`src/rtl/dsuv_sqrt_cell.sv`:
```
// ----------------------------------------------------------------------------
// dsuv_sqrt_cell
// One digit of a pipelined restoring integer square root; carries a side band.
// ----------------------------------------------------------------------------
module dsuv_sqrt_cell #(
    parameter int SUM_W   = 62,
    parameter int BIT_POS = 60,
    parameter int SIDE_W  = 1
)(
    input  logic              clk,
    input  logic              rst_n,
    input  logic              en,
    input  logic              in_valid,
    input  logic [SUM_W-1:0]  in_rem,
    input  logic [SUM_W-1:0]  in_root,
    input  logic [SIDE_W-1:0] in_side,
    output logic              out_valid,
    output logic [SUM_W-1:0]  out_rem,
    output logic [SUM_W-1:0]  out_root,
    output logic [SIDE_W-1:0] out_side
);

    localparam logic [SUM_W:0] ROOT_BIT = (SUM_W + 1)'(1) << BIT_POS;

    logic              valid_reg;
    logic [SUM_W-1:0]  rem_reg;
    logic [SUM_W-1:0]  rem_next;
    logic [SUM_W-1:0]  root_reg;
    logic [SUM_W-1:0]  root_next;
    logic [SIDE_W-1:0] side_reg;
    logic [SUM_W:0]    trial;

    always_comb
    begin
        trial = {1'b0, in_root} + ROOT_BIT;
        if ({1'b0, in_rem} >= trial)
        begin
            rem_next  = SUM_W'({1'b0, in_rem} - trial);
            root_next = SUM_W'({2'b00, in_root[SUM_W-1:1]} + ROOT_BIT);
        end
        else
        begin
            rem_next  = in_rem;
            root_next = {1'b0, in_root[SUM_W-1:1]};
        end
    end

    always_ff @(posedge clk or negedge rst_n)
    begin
        if (!rst_n)
        begin
            valid_reg <= 1'b0;
        end
        else if (en)
        begin
            valid_reg <= in_valid;
        end
    end

    always_ff @(posedge clk)
    begin
        if (en)
        begin
            rem_reg  <= rem_next;
            root_reg <= root_next;
            side_reg <= in_side;
        end
    end

    assign out_valid = valid_reg;
    assign out_rem   = rem_reg;
    assign out_root  = root_reg;
    assign out_side  = side_reg;

endmodule

```
`config.mk`:
```
export PLATFORM = sky130hd
export DESIGN_NAME = dsuv_sqrt_cell
export DESIGN_NICKNAME = d
export VERILOG_FILES = /design/src/rtl/dsuv_sqrt_cell.sv
export SDC_FILE = /design/constraint.sdc
export NUM_CORES = 1
export LEC_CHECK = 0
export BUFFER_PORTS_ARGS = -buffer_cell sky130_fd_sc_hd__buf_2
export CORE_MARGIN = 2
export CORE_UTILIZATION = 37
export CTS_CLUSTER_SIZE = 40
export DETAILED_ROUTE_END_ITERATION = 16
export GPL_TIMING_DRIVEN = 0
export PLACE_DENSITY = 0.74
export SLEW_MARGIN = 15
export SYNTH_ARGS = -nofsm -noshare
export SYNTH_HDL_FRONTEND = slang
export SYNTH_SLANG_ARGS = --single-unit
export TNS_END_PERCENT = 30
```
`constraint.sdc`:
```
create_clock -name clk -period 0.8 [get_ports clk]
set_input_delay 0.2 -clock clk [delete_from_list [all_inputs] [get_ports clk]]
set_output_delay 0.2 -clock clk [all_outputs]
set_load 0.03 [all_outputs]
```
Word level (Yosys, flattened, before mapping)

Cells that the tools add are included.

Bits of input ports: 129
Logic and storage cells: 11
Output and inout port bits: 126
Register bits after elaboration: 126

$lt $le $gt $ge: 1
Add/subtract/negate cells: 3
Muxes and demuxes: 2

Operators by type and width:

| operator                                        | count |
|---|---|
| adder 62 x 61 -> 63 bit (second input constant) | 1 |
| greater-or-equal comparator 62 x 63 -> 1 bit    | 1 |
| adder 61 x 61 -> 62 bit (second input constant) | 1 |
| 2-to-1 mux 62 bit                               | 1 |
| subtractor 62 bit                               | 1 |
| 2-to-1 mux 61 bit                               | 1 |

Longest topological paths before layout

Gate-level depths: netlist of the first run.

Depth in word-level cells: 3
Mapped depth: 15
Gate-level depth less buffers: 14

Least setup slack after synthesis of the first run

Ideal clock, no wire load.

Path kind: input -> register
Start point: in in_rem[0]
End point: reg rem_reg[30] (netlist: out_rem[30]), data pin
Setup time: 256 ps
Arrival time: 2948 ps
Setup slack: -2404 ps
Stages on the path: 13
Path buffers: 0
Data required time: 544 ps
Path through: inv_1 -> ha_1 -> inv_1 -> fa_1 -> a21o_1 -> a311o_1 -> a21oi_1 -> o41ai_1 -> nand2_1 -> a31o_2 -> o21ai_0 -> or4b_2 -> a41o_1

Cells in the longest elaborated chain, start to end: 2
Elaborated cells between the ends (all ways): 3
Classes of those cells: add/sub (1); order compare (1); mux (1)

Ends and longest elaborated chain:

| element                                                                                  | RTL line | text |
|---|---|---|
| start: declaration                                                                       | 14       | `input logic [SUM_W-1:0] in_rem,` |
| subtractor 62 bit / greater-or-equal comparator 62 x 63 -> 1 bit (equally long branches) | 38, 36   |  |
| 2-to-1 mux 62 bit *                                                                      | 36       | `if ({1'b0, in_rem} >= trial)` |
| net rem_next[30]                                                                         | 27       | `logic [SUM_W-1:0] rem_next;` |
| end signal: assignment                                                                   | 64       | `rem_reg <= rem_next;` |
| end: declaration                                                                         | 26       | `logic [SUM_W-1:0] rem_reg;` |

The timed path passes the listed nets; every way through them passes the cells marked *.
A chain may end at the register's enable or synchronous reset.

Worst setup path in the final report of the first run

Ends and elaborated chain as after synthesis.

==> results of run 1 <==
==> cells in the final DEF, fill, tap and decap left out, types with 4 or more instances in the layout <==
master           n
nor3_1          11
buf_12           9
clkinv_1         4
edfxtp_1       125
buf_4           27
xnor2_1         37
dlygate4sd3_1   58
inv_1           83
ha_4            18
o21bai_1        18
nor2b_1          5
nand3_1         14
a21o_1          23
a21oi_2         44
or3_1            4
nand2b_1         7
nand4_1         22
buf_16           6
nand2_1         48
buf_6          136
xor2_1          15
buf_2          118
mux2_4          15
nor2_1          79
clkbuf_1        13
buf_8            7
a21oi_1         80
a21oi_4          6
nor2_2           4
o21ai_0         31
ha_1            38
clkbuf_16       22
o21a_1           8
ha_2             8
==> cells by family after synthesis <==
family / count (synthesis)
mux: 18
simple gates: 225
compound gates: 265
fa+ha+maj: 65
flops: 126
buf+inv: 121
xor+xnor: 56
==> layout make-up <==
class                      count  area, um^2  area share (%)
clock buffer                  19       432.9           3.173
inverter                      89       356.6           2.614
multi-input combinational    629        5029           36.86
buffer                        23       251.5           1.843
antenna                        3       7.507         0.05503
clock inverter                13       146.4           1.073
timing repair buffer         355        3284           24.07
tap                          285       356.6           2.614
sequential                   126        3779           27.70
==> registers in the layout, summed over array words and instances, names as in the netlist <==
register	count
out_rem	62
out_root	62
out_side	1
out_valid	1
==> power by group through the flow <==
stage	sequential [mW]	clock [mW]	combinational (mW)
6_report	8.58	7.82	10.4
5_1_grt	8.64	8.23	11.0
4_1_cts	8.56	7.90	9.19
3_5_place_dp	8.50	0	7.33
3_3_place_gp	8.50	0	7.25
2_1_floorplan	10.1	0	3.56
==> cells in the mapped netlist, types with 2 or more instances <==
library cell | number | area [um^2]
o21bai_1 | 18 | 135.1
nor2b_1 | 5 | 31.28
a41oi_1 | 2 | 17.52
edfxtp_1 | 125 | 3754
nand2b_1 | 8 | 50.05
a211oi_1 | 4 | 30.03
a21oi_1 | 128 | 640.6
a221o_1 | 2 | 20.02
o211ai_1 | 3 | 22.52
and3b_1 | 3 | 26.28
o22ai_1 | 2 | 12.51
a21oi_2 | 2 | 17.52
nor2_1 | 86 | 322.8
or3_1 | 4 | 25.02
a311o_1 | 2 | 20.02
mux2_1 | 3 | 33.78
nand4_1 | 22 | 137.6
buf_2 | 4 | 20.02
mux2_2 | 13 | 146.4
a31o_2 | 3 | 26.28
nor4_1 | 4 | 25.02
a211o_1 | 3 | 26.28
a31oi_1 | 4 | 25.02
xor2_1 | 16 | 140.1
nand3_1 | 17 | 85.08
a41o_1 | 3 | 30.03
o21a_1 | 8 | 60.06
a21o_1 | 23 | 172.7
ha_1 | 64 | 800.8
a21boi_0 | 4 | 30.03
clkbuf_1 | 20 | 75.07
and2_1 | 5 | 31.28
mux2i_1 | 2 | 20.02
nor3_1 | 15 | 75.07
o31ai_1 | 3 | 22.52
nand2_1 | 52 | 195.2
o21ai_0 | 37 | 185.2
buf_4 | 8 | 60.06
xnor2_1 | 40 | 350.3
inv_1 | 89 | 334.1
==> worst paths after layout <==
path	from	end	slack, ns	cells after the start
worst max-delay path	in_rem[0]	out_rem[30]	-2.07	15
worst min-delay path	in_valid	out_valid	0.03	2
worst max register to register	out_valid	out_valid	0.04	1
worst min register to register	out_valid	out_valid	0.53	1
max in group asynchronous	rst_n	out_valid	0.61	2
min in group asynchronous	rst_n	out_valid	0.11	2
==> layer usage <==
layer	track usage, %	up-vias
li1	-	3915
met1	27.61	3986
met2	40.33	341
met3	4.986	50
met4	6.509	2
met5	0	-
==> timing repair <==
item / 4_1_cts / 5_1_grt
hold buffers: 56 / 2
gates cloned: 4 / 6
setup buffers: 16 / 17
resized for setup: 345 / 126
setup endpoints to repair: 252 / 231
pin swaps: 22 / 38
endpoints found under the hold margin: 56 / 2
==> results.ini, run 1 <==
[layout]
finish.utilization_pct = 60.44
nFillCells = 1817
area_growth_syn_to_layout_pct = 60.97
stdcell_count = 1542
final_nets = 1435
layout-drive-gt1-share_pct = 38.68
fin_area_mm2 = 0.01364

[clock_network]
clock-sinks = 126
cts_max_path_buffers = 2
htree_num_levels = 4
cts_tree = built
insertion_delay_ns = 0.41
cts_buffers = 17
clkTransAtPathRegs_ns = 0.06
cts-root-buf = clkbuf_16

[pwr]
p_sw_share_pct = 33.42
clkPwrFrac_pct = 29.2
powerDensity_mw_per_mm2 = 1963
peakVddDrop_v = 0.001416
totalPowerFinal_mw = 26.78
p_comb_share_pct = 38.8
power_leakage_nw = 5.804
p_seq_share_pct = 32.0
p_switching_mw = 8.950
p_int_mw = 17.83

[status]
violations = negative setup slack
status = finished, violations left

[floorplan]
die_y_um = 155.4
die_x_um = 155.4
die_area_mm2 = 0.02413
io_pins = 255
core_mm2 = 0.02257
initial_core_util_pct = 37.55
num_rows = 55

[global_route]
grt_pass1_wl_mm = 42.77
grt_overflow = 0
grt_max_degree = 66
grt_pass1_vias = 8203
antenna_found_initial = 3
grt_usage_pct = 22.68

[yosys]
postSynthAreaPerCell_um2 = 9.675
yosys_warnings = 0
synth_edf_count = 125
synthCells = 876
muxShareOfSynthArea_pct = 2.362
ys_ff_latch = 126
synth-adder-area-share_pct = 9.684
ys_types = 60
synth_compound_area_share_pct = 19.56
synthSimpleGateAreaFrac_pct = 12.25
syn_area_mm2 = 0.008476
ys_seq_area_share_pct = 44.58
synth-xor-area-share_pct = 5.787
synth-main-ff-cell = edfxtp_1
syn_nets = 1070
postSynth.asyncResetShare_pct = 0.7937
synth_top_family_by_area = compound AO/OA/AOI/OAI gates

[sta]
worst_slack_ns = -2.072
hold_violations = 0
drv_slew = 0
max_freq_mhz = 348.2
rsz0062_at_grt = yes
fin_crit_sh_pct = 359.0
finalSetupTns_ns = -168.32
tightest_slew_ns = 0.7001
finalSetupViolCount = 190
finClkSkew_ns = 0
slew_headroom_pct = 52.90
fin_hold_ws_ns = 0.02517
period_minus_slack_ns = 2.872

[route]
vias = 8294
via_per_inst = 5.379
met3WireLength_mm = 1.838
first_iter_violations = 647
firstDrtPassIters = 5
top_layer_used = met5
wl_per_cell_um = 18.91
post-route-drc-count = 0
met1_length_mm = 11.78
antenna_left = 0
wirelength_mm = 29.15
dr_wl_met2_mm = 14.83

[critical_path]
crit_arrival_ns = 3.03
slowest_stage = or4b_4
required_ns = 0.96
slowest_delay_ns = 0.51
endpoint_kind = flop
path_max_fanout = 3
critPathKind = in -> reg
crit_family = compound AO/OA/AOI/OAI gates
startpoint_type = primary input
crit_chain = buf_12, inv_12, ha_4, inv_2, fa_2, a21o_1, a311o_1, a21oi_4, buf_4, o41ai_4, nand2_1, a31o_4, o21ai_2, or4b_4, a41o_1
cp_num_buf_inv = 4

[placement]
hpwl_mm = 19.44
gp_congestion = 0.8704
pre_cts_slack_ns = -2.918
dp_cells = 1416
portBuffers = 254
dpl-instance-area_mm2 = 0.01030

[hold_path]
hp-class = in -> reg

[flow_run]
maxCapViolations = 0

No activity file was read; power rests on OpenSTA's default activity.
==> run 2: changes to the inputs <==
--- a/config.mk
+++ b/config.mk
@@ -5,13 +5,14 @@
 export SDC_FILE = /design/constraint.sdc
 export NUM_CORES = 1
 export LEC_CHECK = 0
+export ABC_AREA = 1
 export BUFFER_PORTS_ARGS = -buffer_cell sky130_fd_sc_hd__buf_2
 export CORE_MARGIN = 2
 export CORE_UTILIZATION = 37
 export CTS_CLUSTER_SIZE = 40
 export DETAILED_ROUTE_END_ITERATION = 16
 export GPL_TIMING_DRIVEN = 0
-export PLACE_DENSITY = 0.74
+export PLACE_DENSITY = 0.72
 export SLEW_MARGIN = 15
 export SYNTH_ARGS = -nofsm -noshare
 export SYNTH_HDL_FRONTEND = slang
==> run 2 against run 1 <==
Net effect:
- sequential share of layout area shrank 6.2 points
- sequential power fell by 2%
- core utilization grew 0.38 points
- combinational power rose by 17%
- routed wire length rose by 49%
- largest cell class unchanged
- the flow still finishes with violations (negative setup slack)
- register-to-register slack improved by 0.02 ns
- critical path type unchanged
- critical endpoint is now out_root[60]
==> results.ini, run 2 <==
[status]
violations = negative setup slack
status = finished, violations left

[sta]
finClkSkew_ns = 0
tightest_slew_ns = 0.4352
fin_crit_sh_pct = 227.4
rsz0062_at_grt = yes
slew_headroom_pct = 70.99
drv_slew = 0
worst_slack_ns = -1.019
hold_violations = 0
period_minus_slack_ns = 1.819
finalSetupTns_ns = -110.30
max_freq_mhz = 549.8
finalSetupViolCount = 190

[route]
wirelength_mm = 43.57
via_per_inst = 4.801
post-route-drc-count = 0
firstDrtPassIters = 6
vias = 11860
wl_per_cell_um = 17.63
antenna_left = 0
first_iter_violations = 917

[global_route]
grt_overflow = 0
grt_pass1_wl_mm = 64.11
grt_usage_pct = 27.47
antenna_found_initial = 0
grt_pass1_vias = 11600
grt_max_degree = 69

[flow_run]
maxCapViolations = 0

[critical_path]
critPathKind = in -> reg
startpoint_type = primary input
endpoint_kind = flop
required_ns = 1.01
crit_arrival_ns = 2.02
path_max_fanout = 8

[clock_network]
cts-root-buf = clkbuf_16
insertion_delay_ns = 0.45
clock-sinks = 126
clkTransAtPathRegs_ns = 0.06
cts_tree = built
cts_max_path_buffers = 2
cts_buffers = 17
htree_num_levels = 4

[yosys]
postSynthAreaPerCell_um2 = 6.570
ys_ff_latch = 126
ys_seq_area_share_pct = 34.67
synth_common_cells = nand2_1, inv_1, nand3_1
syn_nets = 1853
synthCells = 1659
yosys.cell_count.top_type = nand2_1
synth-main-ff-cell = edfxtp_1
yosys_warnings = 0
synth_top_area_share_pct = 34.44
postSynth.asyncResetShare_pct = 0.7937
yosysTopAreaCell = edfxtp_1
synthTopCellsByArea = edfxtp_1, nand2_1, inv_1
ys_types = 32
syn_area_mm2 = 0.01090
synth_edf_count = 125

[floorplan]
die_area_mm2 = 0.03085
core_mm2 = 0.02886
num_rows = 62
die_x_um = 175.6
initial_core_util_pct = 37.77
die_y_um = 175.6
io_pins = 255

[layout]
seq_area_mm2 = 0.003779
diodes = 0
layout_common_cells = nand2_1, inv_1, buf_2
finish.utilization_pct = 60.82
area_growth_syn_to_layout_pct = 61.04
nFillCells = 2537
fin_area_mm2 = 0.01755
multiInputGateArea_mm2 = 0.007835
final_nets = 2269
layout-drive-gt1-share_pct = 39.29
final_common_cell = nand2_1

[hold_path]
hp-class = in -> reg

[placement]
gp_congestion = 0.8895
dpl-instance-area_mm2 = 0.01320
pre_cts_slack_ns = -2.080
portBuffers = 254
hpwl_mm = 31.82

[pwr]
power_leakage_nw = 9.136
powerDensity_mw_per_mm2 = 1611
peakVddDrop_v = 0.001089

## run 2: changes by cell type after synthesis, moves of 22 or more
cell	previous run	this run
a21o_1	23	1
nand2_1	52	666
nor2_1	86	109
nand3_1	17	131
a21oi_1	128	37
xnor2_1	40	1
inv_1	89	377
o21ai_0	37	6
## run 2: per-layer routing
metal,vias up,share of wire [%],GRT usage (%)
met5,-,0,0
met3,41,6.0,4.004
met2,420,47,46.10
met1,5490,45,37.56
li1,5913,-,-
met4,0,1.9,6.061
## run 2: cell type report
type	count	share of cell area, %
Sequential cell	126	21.53
Timing Repair Buffer	398	18.10
Inverter	386	8.312
Clock inverter	14	0.7271
Tap cell	384	2.737
Multi-Input combinational cell	1129	44.64
Buffer	17	1.533
Clock buffer	17	2.424
## run 2: worst max-delay path: stages
cell and delay (ns):
buf_4 0.13, ha_4 0.31, nand2_4 0.07, nor2_4 0.13, inv_2 0.07, nor2_4 0.12, buf_6 0.13, nand2_4 0.05
nor3_2 0.12, nand3_2 0.11, nand3_4 0.12, buf_12 0.17, buf_6 0.13, nand2_1 0.04, inv_1 0.06, nor2_1 0.05
## run 2: power by group
part / leakage (nW) / total (mW) / switching, mW / internal, mW
registers: 1.23 / 8.43 / 0.214 / 8.22
logic: 7.64 / 12.2 / 7.47 / 4.75
clock network: 0.265 / 7.63 / 3.14 / 4.49
total: 9.14 / 28.3 / 10.8 / 17.5
## run 2: repair_timing
action,in CTS,in global routing
endpoints found under the hold margin,62,0
gates cloned,8,3
setup endpoints to repair,258,258
setup buffers,56,15
gates resized for setup,415,186
hold buffers,62,0
pin swaps,118,60
## run 2: worst paths after layout
check	startpoint	endpoint	slack [ns]	cells after the start
max	in_rem[37]	out_root[60]	-1.02	16
min	in_rem[22]	out_rem[22]	0.05	3
max reg2reg	out_valid	out_valid	0.06	1
min reg2reg	out_valid	out_valid	0.51	1
max in group asynchronous	rst_n	out_valid	0.66	2
min in group asynchronous	rst_n	out_valid	0.06	2
## run 2: logic make-up (layout without fill, tap and decap cells)
logic type                 after synthesis  count (layout)  share of synthesized area [%]
AOI/OAI and AO/OA                       45              45                          2.112
xor gates and xnor gates                30              30                          2.411
adders and majority gates               65              65                          7.531
buffers and inverters                  405             832                          15.10
DFF                                    126             126                          34.67
muxes                                    1               1                         0.1033
and+or+nand+nor                        987             988                          38.08
## run 2: through the flow
| stage | cells | hold slack (ns) | total power, mW |
|---|---|---|---|
| floorplan | 1659 | -0.09559 | 14.57 |
| global placement | 2297 | -0.02563 | 17.38 |
| detailed placement | 2298 | -0.02209 | 17.47 |
| CTS | 2453 | 0.03149 | 27.29 |
| global route | 2471 | 0.05354 | 29.50 |
| finish | 2471 | 0.05189 | 28.28 |
==> run 3: changes to the inputs <==
--- a/config.mk
+++ b/config.mk
@@ -5,14 +5,13 @@
 export SDC_FILE = /design/constraint.sdc
 export NUM_CORES = 1
 export LEC_CHECK = 0
-export ABC_AREA = 1
 export BUFFER_PORTS_ARGS = -buffer_cell sky130_fd_sc_hd__buf_2
-export CORE_MARGIN = 2
+export CORE_MARGIN = 3
 export CORE_UTILIZATION = 37
 export CTS_CLUSTER_SIZE = 40
 export DETAILED_ROUTE_END_ITERATION = 16
 export GPL_TIMING_DRIVEN = 0
-export PLACE_DENSITY = 0.72
+export PLACE_DENSITY = 0.74
 export SLEW_MARGIN = 15
 export SYNTH_ARGS = -nofsm -noshare
 export SYNTH_HDL_FRONTEND = slang
==> run 3 against run 2 <==
Net effect:
- the flow still finishes with violations (negative setup slack)
- clock skew did not move
- sequential power rose by 2%
- first-iteration DRC count fell by 42%
- critical endpoint is now out_rem[46]
- largest power group unchanged
==> results.ini, run 3 (synthesis results as in run 1) <==
[placement]
dpl-instance-area_mm2 = 0.01029
pre_cts_slack_ns = -2.857
gp_congestion = 0.8828
portBuffers = 254
hpwl_mm = 19.83

[clock_network]
insertion_delay_ns = 0.41
cts_tree = built
clkTransAtPathRegs_ns = 0.06
cts_buffers = 17
clock-sinks = 126
cts-root-buf = clkbuf_16
cts_max_path_buffers = 2
htree_num_levels = 4

[pwr]
peakVddDrop_v = 0.001374
clkPwrFrac_pct = 28.4
p_comb_share_pct = 38.1
p_sw_share_pct = 34.37
p_int_mw = 16.78
power_leakage_nw = 5.649
p_seq_share_pct = 33.5
powerDensity_mw_per_mm2 = 1940
p_switching_mw = 8.788

[global_route]
grt_max_degree = 75
grt_overflow = 0
grt_usage_pct = 22.86
antenna_found_initial = 6
grt_pass1_wl_mm = 44.26
grt_pass1_vias = 8340

[sta]
finClkSkew_ns = 0
slew_headroom_pct = 62.08
fin_crit_sh_pct = 359.2
fin_hold_ws_ns = 0.03338
rsz0062_at_grt = yes
tightest_slew_ns = 0.5636
finalSetupViolCount = 220
drv_slew = 0
max_freq_mhz = 347.9
period_minus_slack_ns = 2.874
hold_violations = 0
worst_slack_ns = -2.074

[critical_path]
regToRegSetupSlack_ns = 0.04
crit_arrival_ns = 3.04
endpoint_kind = flop
critPathKind = in -> reg
startpoint_type = primary input
r2r_end = out_valid
worstRegToRegCells = 1
worstReg2RegStart = out_valid
required_ns = 0.97
path_max_fanout = 5

[route]
antenna_left = 0
vias = 8268
via_per_inst = 5.386
post-route-drc-count = 0
wl_per_cell_um = 19.00
wirelength_mm = 29.17
firstDrtPassIters = 5
first_iter_violations = 532

[floorplan]
num_rows = 54
die_area_mm2 = 0.02476
initial_core_util_pct = 38.25
io_pins = 255
die_y_um = 157.4
core_mm2 = 0.02216
die_x_um = 157.4

[layout]
area_growth_syn_to_layout_pct = 55.52
layout_common_cells = buf_6, edfxtp_1, buf_2
final_nets = 1433
layout-drive-gt1-share_pct = 34.69
fin_area_mm2 = 0.01318
final_common_cell = buf_6

[status]
status = finished, violations left
violations = negative setup slack

[hold_path]
min_to = out_root[59]
hp-class = in -> reg
hp-start = in_root[60]
holdPathStages = 1

[flow_run]
maxCapViolations = 0

[run 3: cell types whose count changed in the layout (fill, tap and decap cells not counted), moves of 42 or more]
cell     delta
nand2_1   -477
inv_1     -255
nand2_2   -103
a21oi_1    +83
buf_6      +83
nand3_2    -78
buf_2      -76
ha_4       -50
ha_1       +46
nand2_4    -42
[run 3: critical path, stage by stage]
cell	delay, ns
buf_8	0.08
inv_6	0.03
ha_4	0.26
nand2b_4	0.06
a211o_1	0.30
a211o_1	0.37
a311o_1	0.41
a21oi_4	0.24
a21oi_4	0.09
o41ai_4	0.25
buf_6	0.19
buf_12	0.11
buf_12	0.13
mux2_4	0.31
[run 3: per-stage QoR]
stage	util (%)	total power, mW	setup TNS [ns]	std cells
finish	59.48	25.57	-171.09	1535
CTS	58.83	25.48	-178.73	1528
detailed placement	46.44	15.84	-230.74	1411
global placement	46.29	15.75	-417.34	1410
global route	59.48	26.68	-179.87	1535
floorplan	-	13.62	-130.59	876
[run 3: metal layers]
| metal | global-route usage, % | share of wire [%] | vias up |
|---|---|---|---|
| li1 | - | - | 3917 |
| met1 | 29.23 | 41 | 3936 |
| met2 | 38.04 | 48 | 348 |
| met3 | 4.674 | 6.8 | 63 |
| met4 | 9.091 | 3.6 | 4 |
| met5 | 0 | 0.082 | - |
[run 3: cell type report]
type | instances | area, um^2
Tap cell | 280 | 350.3
Inverter | 89 | 351.6
Timing Repair Buffer | 350 | 3099
Antenna cell | 4 | 10.01
Buffer | 26 | 265.3
Clock inverter | 12 | 98.84
Multi-Input combinational cell | 629 | 4795
Sequential cell | 126 | 3779
Fill cell | 1860 | 8980
Clock buffer | 19 | 432.9
[run 3: worst max-delay path by stage]
stage                     start     endpoint
finish               in_root[1]  out_rem[46]
CTS                   in_rem[4]  out_rem[46]
global route         in_root[8]  out_rem[25]
floorplan             in_rem[0]  out_rem[48]
global placement    in_root[23]  out_rem[56]
detailed placement    in_rem[0]  out_rem[52]
[run 3: what timing repair did]
item	in CTS	in global routing
setup buffers	22	12
resized for setup	371	39
cloned	5	0
endpoints found under the setup margin	264	264
pin swaps	25	21
endpoints found under the hold margin	62	0
hold buffers	62	0
[run 3: power by group through the flow]
stage	sequential [mW]	combinational [mW]	clock (mW)
after floorplan	10.1	3.56	0
after global placement	8.49	7.25	0
after detailed placement	8.49	7.36	0
after CTS	8.55	9.51	7.42
after global routing	8.64	10.4	7.66
final	8.57	9.74	7.26
